File: config.mk
export PLATFORM = sky130hd
export DESIGN_NAME = spr_div_pipe
export DESIGN_NICKNAME = d
export VERILOG_FILES = /design/src/spr_div_pipe.sv
export SDC_FILE = /design/constraint.sdc
export NUM_CORES = 1
export LEC_CHECK = 0
export BUFFER_PORTS_ARGS = -buffer_cell sky130_fd_sc_hd__buf_2
export CAP_MARGIN = 10
export CORE_UTILIZATION = 60
export DETAILED_ROUTE_END_ITERATION = 8
export HOLD_SLACK_MARGIN = 0.15
export PLACE_DENSITY = 0.78
export SLEW_MARGIN = 15
export SYNTH_ARGS = -nofsm -noshare
export SYNTH_HDL_FRONTEND = slang
export SYNTH_SLANG_ARGS = --single-unit
File: constraint.sdc
create_clock -name clk -period 3 [get_ports clk]
set_input_delay 0.15 -clock clk [delete_from_list [all_inputs] [get_ports clk]]
set_output_delay 0.15 -clock clk [all_outputs]
set_load 0.02 [all_outputs]
File: src/spr_div_pipe.sv
// Pipelined restoring divider, one quotient bit per stage, with sideband.
// Depends on nothing; used twice by the servo pulse ramp core.
module spr_div_pipe #(
    parameter int DEN_W  = 14,
    parameter int Q_W    = 16,
    parameter int SIDE_W = 2
) (
    input  logic              clk,
    input  logic              rst_n,
    input  logic              adv,
    input  logic [DEN_W-1:0]  den,
    input  logic              in_valid,
    input  logic [DEN_W-1:0]  in_rem,
    input  logic [Q_W-1:0]    in_num,
    input  logic [SIDE_W-1:0] in_side,
    output logic              out_valid,
    output logic [Q_W-1:0]    out_quo,
    output logic [SIDE_W-1:0] out_side
);

    logic              vld_reg  [0:Q_W-1];
    logic [DEN_W-1:0]  rem_reg  [0:Q_W-1];
    logic [Q_W-1:0]    w_reg    [0:Q_W-1];
    logic [SIDE_W-1:0] side_reg [0:Q_W-1];

    logic              vld_src  [0:Q_W-1];
    logic [DEN_W-1:0]  rem_src  [0:Q_W-1];
    logic [Q_W-1:0]    w_src    [0:Q_W-1];
    logic [SIDE_W-1:0] side_src [0:Q_W-1];
    logic [DEN_W:0]    trial    [0:Q_W-1];
    logic [DEN_W:0]    diff     [0:Q_W-1];
    logic [DEN_W-1:0]  rem_next [0:Q_W-1];
    logic [Q_W-1:0]    w_next   [0:Q_W-1];

    // Stage sources: first stage from the inputs, others from the stage before
    always_comb
    begin
        vld_src[0]  = in_valid;
        rem_src[0]  = in_rem;
        w_src[0]    = in_num;
        side_src[0] = in_side;
        for (int s = 1; s < Q_W; s++)
        begin
            vld_src[s]  = vld_reg[s-1];
            rem_src[s]  = rem_reg[s-1];
            w_src[s]    = w_reg[s-1];
            side_src[s] = side_reg[s-1];
        end
    end

    // One trial subtract per stage; quotient bits shift in behind the dividend
    always_comb
    begin
        for (int s = 0; s < Q_W; s++)
        begin
            trial[s] = {rem_src[s], w_src[s][Q_W-1]};
            diff[s]  = trial[s] - {1'b0, den};
            if (trial[s] >= {1'b0, den})
            begin
                rem_next[s] = diff[s][DEN_W-1:0];
                w_next[s]   = {w_src[s][Q_W-2:0], 1'b1};
            end
            else
            begin
                rem_next[s] = trial[s][DEN_W-1:0];
                w_next[s]   = {w_src[s][Q_W-2:0], 1'b0};
            end
        end
    end

    // Valid bits
    always_ff @(posedge clk or negedge rst_n)
    begin
        if (!rst_n)
        begin
            for (int s = 0; s < Q_W; s++)
            begin
                vld_reg[s] <= 1'b0;
            end
        end
        else if (adv)
        begin
            for (int s = 0; s < Q_W; s++)
            begin
                vld_reg[s] <= vld_src[s];
            end
        end
    end

    // Payload
    always_ff @(posedge clk)
    begin
        if (adv)
        begin
            for (int s = 0; s < Q_W; s++)
            begin
                rem_reg[s]  <= rem_next[s];
                w_reg[s]    <= w_next[s];
                side_reg[s] <= side_src[s];
            end
        end
    end

    assign out_valid = vld_reg[Q_W-1];
    assign out_quo   = w_reg[Q_W-1];
    assign out_side  = side_reg[Q_W-1];

endmodule

* Yosys cells after proc, flatten, opt, wreduce, memory -nomap -nowiden
Memories as Yosys holds them, arrays and structs flattened. Index checks and enable logic that the tools add are counted.
Cells by class: add/sub/neg operators 16, order comparisons 16, mux-type cells 34
Operators with widths (number):
- >= comparator 15 x 14 -> 1 bit | 16
- two-way mux 14 bit | 16
- subtractor 14 bit | 16
- two-way mux 1 bit | 18
Storage, ports and cells: register bits after elaboration 16, bits in writable memories 512, bits of input ports 50, output and inout bits 19, logic and storage cells 85, memories 3
Memories:
- w_reg | words 16, bits a word 16, rd ports 16, clocked after memory_dff 0, write ports 16, line 23 | logic [Q_W-1:0] w_reg [0:Q_W-1];
- rem_reg | words 16, bits a word 14, rd ports 15, clocked after memory_dff 0, write ports 16, line 22 | logic [DEN_W-1:0] rem_reg [0:Q_W-1];
- side_reg | words 16, bits a word 2, rd ports 16, clocked after memory_dff 0, write ports 16, line 24 | logic [SIDE_W-1:0] side_reg [0:Q_W-1];

* Longest topological paths before layout
depth after elaboration 2, gate-level depth with buffers 11

* Worst setup path before layout
Ideal clock, no wire load.
path kind in2reg, start input port den[1], end memory rem_reg[7][4] (netlist: rem_reg[0][102]), data pin, arrival 3.245 ns, data required time 2.740 ns, setup slack -0.506 ns, stages on the path 10, buffers on the path 1, cells stage by stage inv_1 ha_1 nor2b_4 o31a_1 or3_1 a21o_1 a31o_4 a31oi_4 buf_12 mux2_4
RTL lines:
- start: declaration | line 11 | input logic [DEN_W-1:0] den,
- end: declaration | line 22

==> flow_metrics.py <==
metrics = {
    "synthesis": {
        "synth_warnings": 0,
        "synth_cell_type_count": 82,
        "synthMuxAreaShare": 0.0682,
        "yosysSeqAreaShare": 0.540,
        "synthAdderAreaFrac": 0.116,
        "synth-simple-area-share": 0.0784,
        "synth_xor_area_frac": 0.0413,
        "synth.avg_cell_area_sq_um": 12.6,
        "syn_area_sq_um": 28400,
        "ys_dominant_reg_cell": "edfxtp_1",
        "yosys.area.top_type_share": 0.526,
        "post-synth-top-count-cell": "edfxtp_1",
        "synth_compound_area_frac": 0.137,
        "synth_seq_cells": 514,
        "synth_top_family_by_area": "compound AO/OA/AOI/OAI gates",
        "ys_top_cells_by_area": "edfxtp_1 (53%), ha_1 (11%), mux2_2 (5.8%)",
        "synth_edf_count": 498,
        "synth_largest_area_cell": "edfxtp_1",
        "syn_inst": 2250,
        "ys_async_sr_fraction": 0.0311,
        "synth_common_cells": "edfxtp_1 (498), ha_1 (239), a21oi_1 (152), mux2_2 (146), nor2_1 (145)",
        "synth.net_count": 2554,
    },
    "timing": {
        "max-slew-margin-rel": 0.504,
        "setup_viol": 0,
        "finalClockSkew_ns": 0.0253,
        "min_period_ns": 2.87,
        "maxSlewViolCount": 0,
        "fmax_ghz": 0.348,
        "rsz0062_at_grt": "no",
        "worstMarginPinSlew_ns": 0.741,
        "hold_viol": 0,
        "fin_ws_ns": 0.130,
        "fin_crit_sh": 0.957,
    },
    "floorplan": {
        "start_util": 0.610,
        "die_width_um": 220,
        "row_count": 79,
        "dieArea_sq_um": 48300,
        "boundaryPins": 69,
        "die_h_um": 220,
        "coreArea_sq_um": 46700,
    },
    "power": {
        "pwr-share-comb": 0.454,
        "p_sw_mw": 11.4,
        "p_int_mw": 21.4,
        "seqPwrFrac": 0.357,
        "vdd_ir_drop_max_uv": 518,
        "clkPwrFrac": 0.189,
        "netSwitchingFraction": 0.347,
        "powerDensity_nw_per_um2": 998,
        "p_leak_nw": 13.0,
    },
    "route": {
        "drt_iter0_markers": 1464,
        "wire_per_inst_um": 19.3,
        "dr.pass1.iters": 7,
        "viasPerCell": 6.06,
        "drc_errors": 2,
        "ant_nets": 0,
        "vias": 19100,
        "drt-total-wl_um": 60800,
    },
    "run_status": {
        "status": "finished with violations",
        "violations": "DRC",
    },
    "worst_setup_path": {
        "crit_path_start_kind": "register",
        "crit_path_cell_trace": "inv_1 -> ha_1 -> inv_1 -> fa_1 -> a211oi_1 -> nor2_1 -> a221oi_1 -> buf_4 -> o21ai_0 -> xor2_1 -> mux2_2",
        "critPathKind": "reg -> reg",
        "startpoint": "w_reg[0][31]",
        "critical_path_required_ns": 3.36,
        "critical_path.slowest_cell": "fa_1",
        "path_common_cell": "inv_1",
        "path_max_fanout": 3,
        "cpPeakStageDelay_ns": 0.42,
        "worst-endpoint-arrival_ns": 3.23,
        "endpoint_kind": "register",
        "reg2reg_from": "w_reg[0][31]",
    },
    "clock_tree": {
        "clk_path_buf_depth": 3,
        "cts.reportedPaths.clkPinSlew_ns": 0.06,
        "cts_buffers": 53,
        "ctsHtreeMaxLevel": 2,
        "numClockSinks": 514,
        "cts_root_buf": "clkbuf_16",
        "clk_latency_ns": 0.62,
        "cts_tree": "yes",
    },
    "grt": {
        "grt_use_total": 0.253,
        "grt_max_degree": 143,
        "grt_pass1_vias": 18700,
        "grt_first_pass_wirelength_um": 95200,
        "grt_overflow": 0,
        "antenna_found_initial": 0,
    },
    "place": {
        "gp_congestion": 0.943,
        "io_buffers": 68,
        "place_ws_ns": -0.0414,
        "dp_cells": 3021,
        "dpl.hpwl_um": 42500,
    },
    "flow_run": {
        "max_cap_viol_count": 0,
    },
    "layout": {
        "fin_cells": 3151,
        "n_antenna_cell": 0,
        "area_delta_synth_final_pct": 15.3,
        "drive_gt1_frac": 0.183,
        "final_nets": 2810,
        "largest_register_ffs": 256,
        "regArea_sq_um": 15400,
        "fillers": 3242,
        "multi_input_area_sq_um": 12600,
    },
    "min_path": {
        "hold_start": "den[0]",
        "min_path_type": "in -> reg",
    },
}
final timing paths:
check	to	slack (ns)	cells past startpoint
min in group asynchronous	vld_reg[1]	0.67	3
worst min-delay path	rem_reg[0][56]	0.23	4
worst max-delay path	rem_reg[0][40]	0.13	11
worst max register to register	rem_reg[0][40]	0.13	11
max in group asynchronous	vld_reg[12]	1.87	3
worst min register to register	w_reg[1][53]	0.41	0
kinds of logic (layout without fill, tap and decap cells):
| group | Yosys count | count (layout) |
|---|---|---|
| AO/OA/AOI/OAI | 580 | 580 |
| XOR/XNOR | 134 | 134 |
| adder cells (fa/ha/maj) | 254 | 254 |
| buffers and inverters | 133 | 427 |
| flip-flops | 514 | 514 |
| multiplexers | 171 | 171 |
| AND/OR/NAND/NOR | 464 | 464 |
stage by stage:
step | total power [mW] | hold WS, ns | area, sq um | setup TNS [ns] | utilization
2_1_floorplan | 22.3 | -0.146 | 28500 | -14.21 | -
4_1_cts | 32.6 | 0.186 | 32700 | 0 | 0.702
3_3_place_gp | 25.7 | 0.0682 | 30800 | 0 | 0.659
3_5_place_dp | 26.2 | 0.0776 | 30800 | -0.230 | 0.659
5_1_grt | 34.7 | 0.225 | 32800 | 0 | 0.703
6_report | 32.7 | 0.233 | 32800 | 0 | 0.703
cell type report:
class,count,area share
well taps,607,0.0232
inverters,102,0.0118
repair buffers,232,0.0621
clock buffers,67,0.0421
multi-input cells,1603,0.385
clock inverters,26,0.00744
flip-flops and latches,514,0.468
cell usage in the layout, fill, tap and decap left out, types with 29 or more instances in the layout:
| master | synthesis | layout |
|---|---|---|
| xor2_1 | 58 | 58 |
| ha_1 | 239 | 237 |
| nand3_1 | 33 | 33 |
| mux2_2 | 146 | 137 |
| nand2_1 | 115 | 115 |
| buf_4 | 7 | 99 |
| nor2b_1 | 30 | 29 |
| a21oi_1 | 152 | 149 |
| nor2_1 | 145 | 145 |
| a21o_1 | 68 | 68 |
| a211oi_1 | 38 | 38 |
| nor3_1 | 29 | 29 |
| o21a_1 | 34 | 33 |
| dlygate4sd3_1 | 0 | 36 |
| edfxtp_1 | 498 | 498 |
| o21ai_0 | 124 | 123 |
| clkbuf_16 | 0 | 53 |
| xnor2_1 | 76 | 76 |
| buf_2 | 8 | 67 |
| buf_12 | 1 | 29 |
| inv_1 | 101 | 100 |
worst max-delay path, delay by kind of cell, from the launching register on:
kind,cells,cell delay (ns)
flip-flops,1,0.39
adder cells (fa/ha/maj),2,0.56
AND/OR/NAND/NOR,1,0.11
XOR/XNOR,1,0.19
buffers and inverters,3,0.33
multiplexers,1,0.28
AO/OA/AOI/OAI,3,0.74
metal layers:
layer  up-vias  part of all wire  global-route usage
met5         -                 0                   0
met4         0             0.037               0.110
met3       138             0.055              0.0369
met2       539              0.48               0.427
met1      9266              0.42               0.325
li1       9152                 -                   -
power by group through the flow:
| stage | sequential, mW | combinational [mW] | clock (mW) |
|---|---|---|---|
| final | 11.7 | 14.9 | 6.18 |
| after global routing | 11.8 | 16.3 | 6.60 |
| after CTS | 11.7 | 14.6 | 6.36 |
| after detailed placement | 11.8 | 14.5 | 0 |
| after global placement | 11.8 | 13.9 | 0 |
| after floorplan | 11.3 | 11.1 | 0 |
timing repair:
action                                  4_1_cts  5_1_grt
hold buffers                                 36        0
buffers inserted                              0        1
hold endpoints to repair                    155        0
gates resized for setup                       0        7
endpoints found under the setup margin        0       19
(Power assumes the default switching activity.)
