===== config.mk =====
export PLATFORM = sky130hd
export DESIGN_NAME = spr_pulse_calc
export DESIGN_NICKNAME = d
export VERILOG_FILES = /design/src/spr_pkg.sv /design/src/spr_pulse_calc.sv
export SDC_FILE = /design/constraint.sdc
export NUM_CORES = 1
export LEC_CHECK = 0
export BUFFER_PORTS_ARGS = -buffer_cell sky130_fd_sc_hd__buf_2
export CAP_MARGIN = 10
export CORE_MARGIN = 5
export CORE_UTILIZATION = 55
export DETAILED_ROUTE_END_ITERATION = 6
export GPL_TIMING_DRIVEN = 1
export PLACE_DENSITY_LB_ADDON = 0.15
export SLEW_MARGIN = 20
export SYNTH_ARGS = -nofsm -noshare
export SYNTH_HDL_FRONTEND = slang
export SYNTH_SLANG_ARGS = --single-unit

===== constraint.sdc =====
create_clock -name clk -period 6.5 [get_ports clk]
set_clock_uncertainty 0.1 [all_clocks]
set_input_delay 0.65 -clock clk [delete_from_list [all_inputs] [get_ports clk]]
set_output_delay 0.65 -clock clk [all_outputs]
set_load 0.005 [all_outputs]

===== src/spr_pkg.sv =====
// Shared types and constants for the servo pulse ramp core.
// No dependencies; imported by every module of the block except the divider.
package spr_pkg;

    // Field widths
    localparam int STEP_W  = 14;
    localparam int PULSE_W = 14;
    localparam int PROF_W  = 4;
    localparam int TICK_W  = 16;
    localparam int CMP_W   = 24;
    localparam int Q16_W   = 17;
    localparam int ADDR_W  = 5;
    localparam int DATA_W  = 32;

    // Register indexes (word address bits)
    localparam logic [2:0] REG_START   = 3'd0;
    localparam logic [2:0] REG_END     = 3'd1;
    localparam logic [2:0] REG_STEPS   = 3'd2;
    localparam logic [2:0] REG_PROFILE = 3'd3;
    localparam logic [2:0] REG_TICK    = 3'd4;

    // Register reset values
    localparam logic [PULSE_W-1:0] START_RST   = 14'd500;
    localparam logic [PULSE_W-1:0] END_RST     = 14'd2500;
    localparam logic [STEP_W-1:0]  STEPS_RST   = 14'd1000;
    localparam logic [PROF_W-1:0]  PROFILE_RST = 4'd0;
    localparam logic [TICK_W-1:0]  TICK_RST    = 16'd500;

    // Profile codes
    localparam logic [PROF_W-1:0] PROF_LINEAR     = 4'd0;
    localparam logic [PROF_W-1:0] PROF_SQUARE     = 4'd1;
    localparam logic [PROF_W-1:0] PROF_EASE_OUT   = 4'd2;
    localparam logic [PROF_W-1:0] PROF_SMOOTH     = 4'd3;
    localparam logic [PROF_W-1:0] PROF_IN_SINE    = 4'd4;
    localparam logic [PROF_W-1:0] PROF_OUT_SINE   = 4'd5;
    localparam logic [PROF_W-1:0] PROF_INOUT_SINE = 4'd6;
    localparam logic [PROF_W-1:0] PROF_STEP       = 4'd7;

    // Arithmetic constants
    localparam logic [63:0]       HALF_PI_Q30 = 64'd1686629713;
    localparam logic [9:0]        NS_PER_US   = 10'd1000;
    localparam logic [3:0]        STEP_TENTHS = 4'd10;
    localparam logic [CMP_W-1:0]  CMP_MAX     = 24'hFFFFFF;

    // Configuration seen by the datapath
    typedef struct packed {
        logic [PULSE_W-1:0] start_pulse_us;
        logic [PULSE_W-1:0] end_pulse_us;
        logic [STEP_W-1:0]  ramp_steps;
        logic [PROF_W-1:0]  profile_select;
        logic [TICK_W-1:0]  tick_ns;
    } spr_cfg_t;

    // sin(a) for a in Q2.30, Taylor series to the x^17 term, elaboration only
    function automatic logic [63:0] sin_q30(input logic [63:0] a);
        logic [63:0]        a2;
        logic [63:0]        term;
        logic signed [63:0] sum;
        a2   = (a * a) >> 30;
        term = a;
        sum  = $signed(a);
        term = ((term * a2) >> 30) / 64'd6;
        sum  = sum - $signed(term);
        term = ((term * a2) >> 30) / 64'd20;
        sum  = sum + $signed(term);
        term = ((term * a2) >> 30) / 64'd42;
        sum  = sum - $signed(term);
        term = ((term * a2) >> 30) / 64'd72;
        sum  = sum + $signed(term);
        term = ((term * a2) >> 30) / 64'd110;
        sum  = sum - $signed(term);
        term = ((term * a2) >> 30) / 64'd156;
        sum  = sum + $signed(term);
        term = ((term * a2) >> 30) / 64'd210;
        sum  = sum - $signed(term);
        term = ((term * a2) >> 30) / 64'd272;
        sum  = sum + $signed(term);
        if (sum < 0)
        begin
            sum = 64'sd0;
        end
        return $unsigned(sum);
    endfunction

endpackage


===== src/spr_pulse_calc.sv =====
// Two-stage pulse width interpolation between start and end widths.
// Depends on spr_pkg (field widths).
module spr_pulse_calc import spr_pkg::*; #(
    parameter int FRAC_BITS = 16
) (
    input  logic               clk,
    input  logic               rst_n,
    input  logic               adv,
    input  logic [PULSE_W-1:0] start_pulse_us,
    input  logic [PULSE_W-1:0] end_pulse_us,
    input  logic               in_valid,
    input  logic [FRAC_BITS:0] in_shaped,
    output logic               out_valid,
    output logic [PULSE_W-1:0] out_pulse,
    output logic [FRAC_BITS:0] out_shaped
);

    localparam int F  = FRAC_BITS;
    localparam int MW = F + 1 + PULSE_W;

    // Stage E: span magnitude times shaped progress
    logic               fall_e;
    logic [PULSE_W-1:0] mag_e;
    logic               e_valid_reg;
    logic [MW-1:0]      e_prod_reg;
    logic               e_fall_reg;
    logic [F:0]         e_s_reg;

    always_comb
    begin
        fall_e = end_pulse_us < start_pulse_us;
        mag_e  = fall_e ? (start_pulse_us - end_pulse_us) : (end_pulse_us - start_pulse_us);
    end

    // Stage F: truncate for a rising ramp, round the offset up for a falling one
    logic [MW:0]        ceil_f;
    logic [PULSE_W-1:0] pulse_f;
    logic               f_valid_reg;
    logic [PULSE_W-1:0] f_pulse_reg;
    logic [F:0]         f_s_reg;

    always_comb
    begin
        ceil_f = {1'b0, e_prod_reg} + (MW+1)'({F{1'b1}});
        if (e_fall_reg)
        begin
            pulse_f = start_pulse_us - ceil_f[F+PULSE_W-1:F];
        end
        else
        begin
            pulse_f = start_pulse_us + e_prod_reg[F+PULSE_W-1:F];
        end
    end

    always_ff @(posedge clk or negedge rst_n)
    begin
        if (!rst_n)
        begin
            e_valid_reg <= 1'b0;
            f_valid_reg <= 1'b0;
        end
        else if (adv)
        begin
            e_valid_reg <= in_valid;
            f_valid_reg <= e_valid_reg;
        end
    end

    always_ff @(posedge clk)
    begin
        if (adv)
        begin
            e_prod_reg  <= in_shaped * mag_e;
            e_fall_reg  <= fall_e;
            e_s_reg     <= in_shaped;
            f_pulse_reg <= pulse_f;
            f_s_reg     <= e_s_reg;
        end
    end

    assign out_valid  = f_valid_reg;
    assign out_pulse  = f_pulse_reg;
    assign out_shaped = f_s_reg;

endmodule


# [Yosys cells after proc, flatten, opt, wreduce, memory -nomap -nowiden]
# Index checks and enable logic that the tools add are counted.
[op_classes] n_addsub=5 muxes=2 n_lt_le_gt_ge=1 mul=1
[op_table] cell="$sub 14x14->14" count=3
[op_table] cell="$add 30x16->30 const B" count=1
[op_table] cell="$mul 17x14->30" count=1
[op_table] cell="$mux 14" count=2
[op_table] cell="$add 14x14->14" count=1
[op_table] cell="$lt 14x14->1" count=1
[totals] input_bits=49 output_inout_bits=32 reg_bits=81

# [Logic depth before layout (Yosys ltp)]
# Gate-level depths: netlist of run 1.
[logic_depth] ltp_word=3 mapped_depth=35

# [Worst setup path after synthesis of run 1]
# No wires, ideal clock.
[synth_path] path_type="input-to-reg" start="in end_pulse_us[0]" end="reg e_prod_reg[28], data pin" path_stages=31 arrival_time_ps=8170 slack_ps=-2038 path_cell_list="inv_1 -> ha_1 -> inv_1 -> fa_1 -> nand3_1 -> a211oi_2 -> o32ai_2 -> o21ai_4 -> mux2i_1 -> a221o_1 -> a31oi_4 -> buf_12 -> mux2_4 -> fa_1 -> inv_1 -> fa_1 -> fa_1 -> fa_1 -> fa_1 -> inv_1 -> fa_1 -> inv_1 -> ha_1 -> nand3_1 -> nor2_1 -> nand4_1 -> a2111oi_0 -> o21bai_1 -> a211oi_1 -> nor3_1 -> nand4b_1"
[synth_via] elab_chain_cells=3
[synth_lines] element="from (decl)" line_no="spr_pulse_calc.sv:10" rtl="input logic [PULSE_W-1:0] end_pulse_us,"
[synth_lines] element="$sub 14x14->14 or $lt 14x14->1 (tied branches)" line_no="spr_pulse_calc.sv:32, spr_pulse_calc.sv:31"
[synth_lines] element="$mux 14 (*)" line_no="spr_pulse_calc.sv:32" rtl="mag_e = fall_e ? (start_pulse_us - end_pulse_us) : (end_pulse_us - start_pulse_us);"
[synth_lines] element="$mul 17x14->30 (*)" line_no="spr_pulse_calc.sv:73" rtl="e_prod_reg <= in_shaped * mag_e;"
[synth_lines] element="to (signal assigned)" line_no="spr_pulse_calc.sv:73"
[synth_lines] element="to (decl)" line_no="spr_pulse_calc.sv:25" rtl="logic [MW-1:0] e_prod_reg;"
# Mark *: on every way between the ends. The rest lies on a longest branch, timed or not.
# A chain may end at the register's enable or synchronous reset.

# [Worst setup path after layout of run 1]
# Ends and elaborated chain as after synthesis.

==> metrics.txt, run 1 <==
pin count of the biggest net entering global routing=62; slew margin rel.=48.6%; first-pass GRT wire length=53.6 mm; Fmax=125 MHz; shortest period the worst path allows=8020 ps; Seq/Total Area, Yosys=18.3%; GR peak layer=met2; drt total wl=32.4 mm; GR Util All Layers=24.8%; antenna violations before repair=0; Post-Synthesis Cells=1,420; initial drt markers=578; Post-Synth XOR/XNOR Area=4.17%; post-synthesis compound-gate area fraction=8.15%; #FFs+latches synth=81; H-tree levels=3; post-synthesis adder-cell area fraction=39.6%; DR vias=10,600; Post-synth EDFFs=79; Setup crit start=end_pulse_us[0]; vias in the first global route=11,200; area occupied by registers=0.00242 sq mm; worst path required time=6490 ps; DRC=0; CTS Buf Count=9; GRT met1 Usage=31.5%; Critical Path Slowest Stage Cell=fa_1; clk sinks=81; final instance area=0.0166 sq mm; most frequent cell after synthesis=inv_1; unrepaired setup endpoints after global routing=yes; Max stage delay on crit path=510 ps; global-route track usage on met3=2.76%; GRT overflow=0; Final Hold Fails=0; syn nets=1,781; CP max FO=7; die extent in x=165 um; Yosys top cell by area=fa_1; Synth warnings=0; Skew-Pair Late Insertion Delay=350 ps; # IOs=81; top post-synthesis cells by count=inv_1, fa_1, nand2_1; Via density=5.31; crit path kind=in -> reg; Final WS setup=-1520 ps; dpl hpwl=26.7 mm; GPL Wtd Cong=0.880; Avg Inst Size Synth=9.32 sq um; most frequent CP cell=fa_1; number of cells in the finished layout apart from fillers=1,988; NumNets Final=2,025; CTS Buffer Depth=2; multi-input logic area=0.0103 sq mm; Pre-antenna DRT Iters=5; Slew @ Worst Pin=772 ps; Max Cap Violations=0; # diodes=0; Final ANT Viol Nets=0; synth top area cells=fa_1, edfxtp_1, ha_1, inv_1, nand2_1; WL/cell=16.3 um; DP Cell Count=1,949; GRT met2 Usage=44.6%; CTS tree=yes; Rows=56; crit path launch type=input pin; Placeable Area=0.0236 sq mm; CTS clk-pin slew, worst paths=70 ps; min-delay src=e_s_reg[1]; synthesis-to-finish area growth=25.7%; Worst R2R Start=e_prod_reg[3]; initial core utilization=56.1%; ratio of cells with drive above 1 in the final layout=26.4%; largest family of logic cells by synthesized area=adder cells; FILL cells=1,833; async set-reset flop share out of synthesis=2.47%; outcome=finished, violations left; Final Slew Violations=0; CP Capture Type=flip-flop; Final Cycle Share=123%; dpl cell area=0.0156 sq mm; Post-Synth Simple-Gate Area=16.5%; post-synth top area share=27.1%; input/output buffers=80; Cell Area, Synth=0.0132 sq mm; min-delay worst type=reg -> reg; mux share of post-synthesis cell area=3.84%; Die Area=0.0273 sq mm; CTS Root Cell=clkbuf_16; most used flip-flop cell after synthesis=edfxtp_1; Setup Viol. Count Final=22; Die H=165 um; WP data arrival=8000 ps; post-synth cell types=66; violated checks=setup timing; number of flip-flops in the largest register=30
per-stage QoR:
step / hold WS, ps / utilization (%) / setup WS (ps) / TNS, ps
final: 317 / 70.5 / -1520 / -23190
after global routing: 326 / 70.5 / -1790 / -27630
after CTS: 322 / 69.6 / -1470 / -21810
after detailed placement: 306 / 66.2 / -2060 / -33700
after global placement: 302 / 66.2 / -1900 / -29520
after floorplan: 254 / - / -1450 / -20770
routing by layer:
metal / up-vias / wire (um)
li1: 5022 / -
met1: 5263 / 13700
met2: 221 / 16700
met3: 52 / 1270
met4: 0 / 736
met5: - / 0
layout make-up:
cell class | instances | share of cell area (%)
clock buffer | 10 | 1.38
clock inverter | 6 | 0.398
inverter | 261 | 6.01
multi-input combinational | 1024 | 61.8
sequential | 81 | 14.6
tap | 319 | 2.40
timing repair buffer | 287 | 13.4
repair_timing:
item,CTS,global route
hold buffers,1,0
endpoints found under the hold margin,2,0
cloned,1,0
buffers inserted,12,11
pin swaps,44,36
endpoints found under the setup margin,22,23
gates resized for setup,82,27
path summary, 6_finish.rpt:
path	to	cells past startpoint	slack, ps
worst min-delay path	out_shaped[1]	0	320
max in group asynchronous	e_valid_reg	2	5690
min in group asynchronous	out_valid	2	510
worst min register to register	out_shaped[1]	0	320
worst max register to register	out_pulse[13]	15	1700
worst max-delay path	e_prod_reg[28]	33	-1520
worst max-delay path, delay by kind of cell:
kind	cells	cell delay, ps
adder cells (fa/ha/maj)	9	3680
AO/OA/AOI/OAI	8	1890
buffers and inverters	9	760
AND/OR/NAND/NOR	6	690
multiplexers	1	310
cell usage in the layout (no fill, tap or decap), drive strengths merged, types with 4 or more instances in the layout:
cell type    n
a211oi       9
a21o        10
a21oi       59
a31oi        8
and2        82
buf        286
clkbuf      10
edfxtp      79
fa         179
ha         133
inv        261
mux2        25
mux2i       20
nand2      165
nand2b      55
nand3       21
nand4        4
nor2        47
nor2b       22
nor3        14
nor4        10
o21a         6
o21ai       38
o21bai       5
xnor2       49
xor2        14
logic make-up (layout without fill, tap and decap cells):
group	count (synthesis)	in the layout
and+or+nand+nor	438	438
buffers and inverters	315	564
adders and majority gates	312	312
AOI/OAI and AO/OA	166	166
DFF	81	81
xor gates and xnor gates	63	63
muxes	45	45
Power of run 1 is not shown: default switching activity piles up to over one toggle a cycle in this logic, so the estimate is an artifact.
==> run 2: changes to the inputs <==
--- a/config.mk
+++ b/config.mk
@@ -5,10 +5,10 @@
 export SDC_FILE = /design/constraint.sdc
 export NUM_CORES = 1
 export LEC_CHECK = 0
-export BUFFER_PORTS_ARGS = -buffer_cell sky130_fd_sc_hd__buf_2
+export BUFFER_PORTS_ARGS = -buffer_cell sky130_fd_sc_hd__buf_4
 export CAP_MARGIN = 10
 export CORE_MARGIN = 5
-export CORE_UTILIZATION = 55
+export CORE_UTILIZATION = 60
 export DETAILED_ROUTE_END_ITERATION = 6
 export GPL_TIMING_DRIVEN = 1
 export PLACE_DENSITY_LB_ADDON = 0.15
==> metrics.txt, run 2 (synthesis results as in run 1) <==
outcome=finished, violations left; violated checks=setup timing; input/output buffers=80; CTS Buf Count=9; setup_tns=-23,540 ps; Die H=159 um; drt total wl=35.7 mm; GR peak layer=met2; DR vias=11,000; commonest cells after routing, fill and taps aside=buf_4, inv_1, fa_1, nand2_1, ha_1; Setup Viol. Count Final=22; Final Slew Violations=0; slew margin rel.=27.7%; GRT overflow=0; GR Util All Layers=27.9%; CTS Root Cell=clkbuf_16; ratio of cells with drive above 1 in the final layout=28.7%; CTS tree=yes; vias in the first global route=11,000; unrepaired setup endpoints after global routing=yes; number of flip-flops in the largest register=30; # IOs=81; global-route track usage on met3=2.69%; WL/cell=18.2 um; Final ANT Viol Nets=0; pin count of the biggest net entering global routing=82; Via density=5.60; Rows=54; WP data arrival=7950 ps; H-tree levels=3; Final Hold Fails=0; die extent in x=159 um; first-pass GRT wire length=54.9 mm; Slew @ Worst Pin=1080 ps; Final WS setup=-1460 ps; Final Cycle Share=122%; CTS clk-pin slew, worst paths=70 ps; shortest period the worst path allows=7960 ps; Max stage delay on crit path=570 ps; CTS Buffer Depth=2; Skew-Pair Late Insertion Delay=350 ps; Fmax=126 MHz; CP max FO=8; crit path launch type=input pin; crit path kind=in -> reg; antenna violations before repair=1; initial drt markers=784; CP Capture Type=flip-flop; NumNets Final=2,037; DRC=0; min-delay worst type=reg -> reg; Die Area=0.0251 sq mm; initial core utilization=60.9%; most frequent CP cell=fa_1; synthesis-to-finish area growth=28.0%; clk sinks=81; dpl hpwl=27.9 mm; Critical Path Slowest Stage Cell=fa_1; GPL Wtd Cong=0.928; Pre-antenna DRT Iters=7; GRT met1 Usage=34.4%; GRT met2 Usage=49.1%; Placeable Area=0.0218 sq mm; Max Cap Violations=0; worst path required time=6500 ps; commonest non-fill, non-tap cell in the layout=buf_4
[run 2: cell types whose count changed in the layout (fill, tap and decap cells not counted), sizes merged]
cell | previous run | this run
bufinv | 1 | 0
clkinvlp | 2 | 3
buf | 286 | 297
clkbuf | 10 | 11
diode | 0 | 1
[run 2: final timing paths]
path / start / end / slack [ps] / depth (start not counted)
max in group asynchronous: rst_n / e_valid_reg / 5700 / 2
min in group asynchronous: rst_n / out_valid / 510 / 2
setup reg to reg: e_prod_reg[3] / out_pulse[13] / 2240 / 15
hold / removal: e_s_reg[12] / out_shaped[12] / 320 / 0
hold reg to reg: e_s_reg[12] / out_shaped[12] / 320 / 0
setup / recovery: end_pulse_us[0] / e_prod_reg[28] / -1460 / 31
[run 2: cell type report]
| class | instances | area, sq um |
|---|---|---|
| multi-input cells | 1024 | 10400 |
| fillers | 1441 | 4800 |
| repair buffers | 299 | 2450 |
| flip-flops and latches | 81 | 2420 |
| inverters | 261 | 1010 |
| well taps | 280 | 350 |
| clock buffers | 10 | 229 |
| clock inverters | 6 | 42.5 |
| diodes | 1 | 2.50 |
[run 2: metal layers]
layer	vias up	wire, um
li1	5055	-
met2	404	18500
met4	0	1890
met3	117	1740
met5	-	0
met1	5421	13600
[run 2: stage by stage]
stage | hold slack [ps] | instance area [sq um] | setup slack (ps) | cells | util [%]
global placement | 301 | 15700 | -1760 | 1906 | 72.1
CTS | 319 | 16300 | -1400 | 1938 | 74.9
global route | 326 | 17000 | -1730 | 1962 | 77.9
finish | 318 | 17000 | -1460 | 1962 | 77.9
detailed placement | 305 | 15700 | -1910 | 1906 | 72.1
floorplan | 254 | 13700 | -1450 | 1420 | -
[run 2: critical path, delay by kind of cell]
kind,cells,cell delay [ps]
compound gates,8,1940
fa+ha+maj,9,3700
buf+inv,6,310
mux,2,670
simple gates,6,660
[run 2: timing repair]
action,in CTS,in global routing
pin swaps,17,38
buffers inserted,16,26
hold buffers,1,0
endpoints found under the setup margin,22,23
cloned,0,1
endpoints found under the hold margin,2,0
resized for setup,46,101
Power of run 2 is left out for the same reason.
==> run 3: changes to the inputs <==
--- a/config.mk
+++ b/config.mk
@@ -5,12 +5,13 @@
 export SDC_FILE = /design/constraint.sdc
 export NUM_CORES = 1
 export LEC_CHECK = 0
+export ABC_AREA = 1
 export BUFFER_PORTS_ARGS = -buffer_cell sky130_fd_sc_hd__buf_4
 export CAP_MARGIN = 10
 export CORE_MARGIN = 5
 export CORE_UTILIZATION = 60
 export DETAILED_ROUTE_END_ITERATION = 6
-export GPL_TIMING_DRIVEN = 1
+export GPL_TIMING_DRIVEN = 0
 export PLACE_DENSITY_LB_ADDON = 0.15
 export SLEW_MARGIN = 20
 export SYNTH_ARGS = -nofsm -noshare
==> metrics.txt, run 3 <==
number of cells in the finished layout apart from fillers=2,014; clk sinks=81; DP Cell Count=1,928; first-pass GRT wire length=57.9 mm; Worst Hold Depth=0; Final Cycle Share=110%; async set-reset flop share out of synthesis=2.47%; # diodes=0; min-delay worst type=reg -> reg; Reg2Reg Depth=18; Fmax=140 MHz; CTS Root Cell=clkbuf_16; pre-CTS setup slack=-1310 ps; dpl hpwl=28.7 mm; unrepaired setup endpoints after global routing=yes; min-delay src=e_s_reg[0]; Pre-antenna DRT Iters=5; Critical Path Slowest Stage Cell=fa_1; die extent in x=158 um; Final Hold Fails=0; Max stage delay on crit path=580 ps; crit path launch type=input pin; Die Area=0.0249 sq mm; vias in the first global route=11,100; GPL Wtd Cong=0.990; Final WS setup=-645 ps; WP data arrival=7160 ps; initial core utilization=60.4%; pin count of the biggest net entering global routing=84; commonest cells after routing, fill and taps aside=inv_1, nand2_1, fa_1, buf_4, nor2_1; most frequent cell after synthesis=inv_1; Via density=5.51; most frequent CP cell=fa_1; Die H=158 um; GR Util All Layers=30.3%; CTS Buf Count=9; Min Hold Slack=305 ps; post-synth top area share=27.3%; Slew @ Worst Pin=1110 ps; shortest period the worst path allows=7150 ps; slew margin rel.=26.3%; #FFs+latches synth=81; Final ANT Viol Nets=0; synth top area cells=fa_1, edfxtp_1, ha_1, inv_1, nand2_1; Final Slew Violations=0; Cell Area, Synth=0.0131 sq mm; syn nets=1,929; CTS clk-pin slew, worst paths=70 ps; Synth warnings=0; Post-synth EDFFs=79; CP max FO=5; CTS tree=yes; top post-synthesis cells by count=inv_1, nand2_1, fa_1; hold endpoint=out_shaped[0]; Rows=54; commonest non-fill, non-tap cell in the layout=inv_1; DR vias=11,100; most used flip-flop cell after synthesis=edfxtp_1; CTS Buffer Depth=2; r2r setup slk=3040 ps; Worst R2R Start=e_prod_reg[16]; NumNets Final=2,090; violated checks=setup timing; number of flip-flops in the largest register=30; H-tree levels=3; CP Capture Type=flip-flop; ratio of cells with drive above 1 in the final layout=23.9%; Seq/Total Area, Yosys=18.5%; post-synth cell types=47; WL/cell=18.4 um; crit path kind=in -> reg; synthesis-to-finish area growth=21.6%; Placeable Area=0.0217 sq mm; Setup Viol. Count Final=21; Post-Synthesis Cells=1,568; Avg Inst Size Synth=8.36 sq um; FILL cells=1,610; input/output buffers=80; GRT overflow=0; # IOs=81; drt total wl=37.1 mm; Yosys top cell by area=fa_1; worst path required time=6510 ps; antenna violations before repair=0; DRC=0; outcome=finished, violations left; Max Cap Violations=0; initial drt markers=859; Skew-Pair Late Insertion Delay=360 ps; worst flop-to-flop path endpoint=out_pulse[13]
[run 3: changes by cell type after synthesis, moves of 35 or more]
cell      change
and2_1       -82
inv_1        +65
nand2_1     +147
nand2b_1     -55
nor2_1      +101
xnor2_1      -35
xor2_1       +40
[run 3: area by class of cell]
cell class / instances / area [sq um] / share of cell area [%]
clock buffer: 10 / 229 / 1.44
clock inverter: 6 / 67.6 / 0.424
multi-input combinational: 1111 / 10000 / 62.9
buffer: 36 / 308 / 1.93
timing repair buffer: 150 / 1210 / 7.58
inverter: 340 / 1320 / 8.31
sequential: 81 / 2420 / 15.2
tap: 280 / 350 / 2.20
[run 3: through the flow]
step	area (sq um)	TNS, ps	util [%]
detailed placement	14300	-22590	65.9
global placement	14300	-21770	65.9
finish	15900	-10170	73.5
CTS	15300	-9310	70.7
floorplan	13300	-3690	-
global route	15900	-14000	73.5
[run 3: critical path: cells and delay by family]
family / cells / cell delay, ps
XOR/XNOR: 2 / 240
buffers and inverters: 12 / 950
AO/OA/AOI/OAI: 7 / 1110
adder cells (fa/ha/maj): 9 / 3820
AND/OR/NAND/NOR: 5 / 360
[run 3: logic make-up (layout without fill, tap and decap cells)]
| group | Yosys count | in the layout | share of synthesized area (%) |
|---|---|---|---|
| compound gates | 138 | 138 | 6.06 |
| buf+inv | 376 | 542 | 11.5 |
| fa+ha+maj | 312 | 312 | 40.0 |
| flops | 81 | 81 | 18.5 |
| simple gates | 592 | 592 | 19.2 |
| xor+xnor | 69 | 69 | 4.75 |
[run 3: metal layers]
metal | GRT usage [%] | part of all wire [%] | up-vias
li1 | - | - | 5131
met1 | 39.8 | 40 | 5427
met2 | 51.4 | 49 | 457
met3 | 6.48 | 8.3 | 88
met4 | 7.74 | 2.6 | 0
met5 | 0 | 0 | -
[run 3: what timing repair did]
action,CTS,global route
buffers inserted,44,24
hold buffers,1,0
gates resized for setup,100,110
setup endpoints to repair,21,22
gates cloned,1,0
pin swaps,58,73
hold endpoints to repair,2,0
[run 3: worst max path at each step]
stage / start / to / cells past startpoint
final: end_pulse_us[0] / e_prod_reg[20] / 35
after global routing: start_pulse_us[10] / e_prod_reg[24] / 37
after floorplan: end_pulse_us[0] / e_prod_reg[24] / 37
after global placement: start_pulse_us[7] / e_prod_reg[24] / 34
after CTS: end_pulse_us[0] / e_prod_reg[24] / 35
after detailed placement: start_pulse_us[7] / e_prod_reg[22] / 34
Power of run 3 is left out for the same reason.
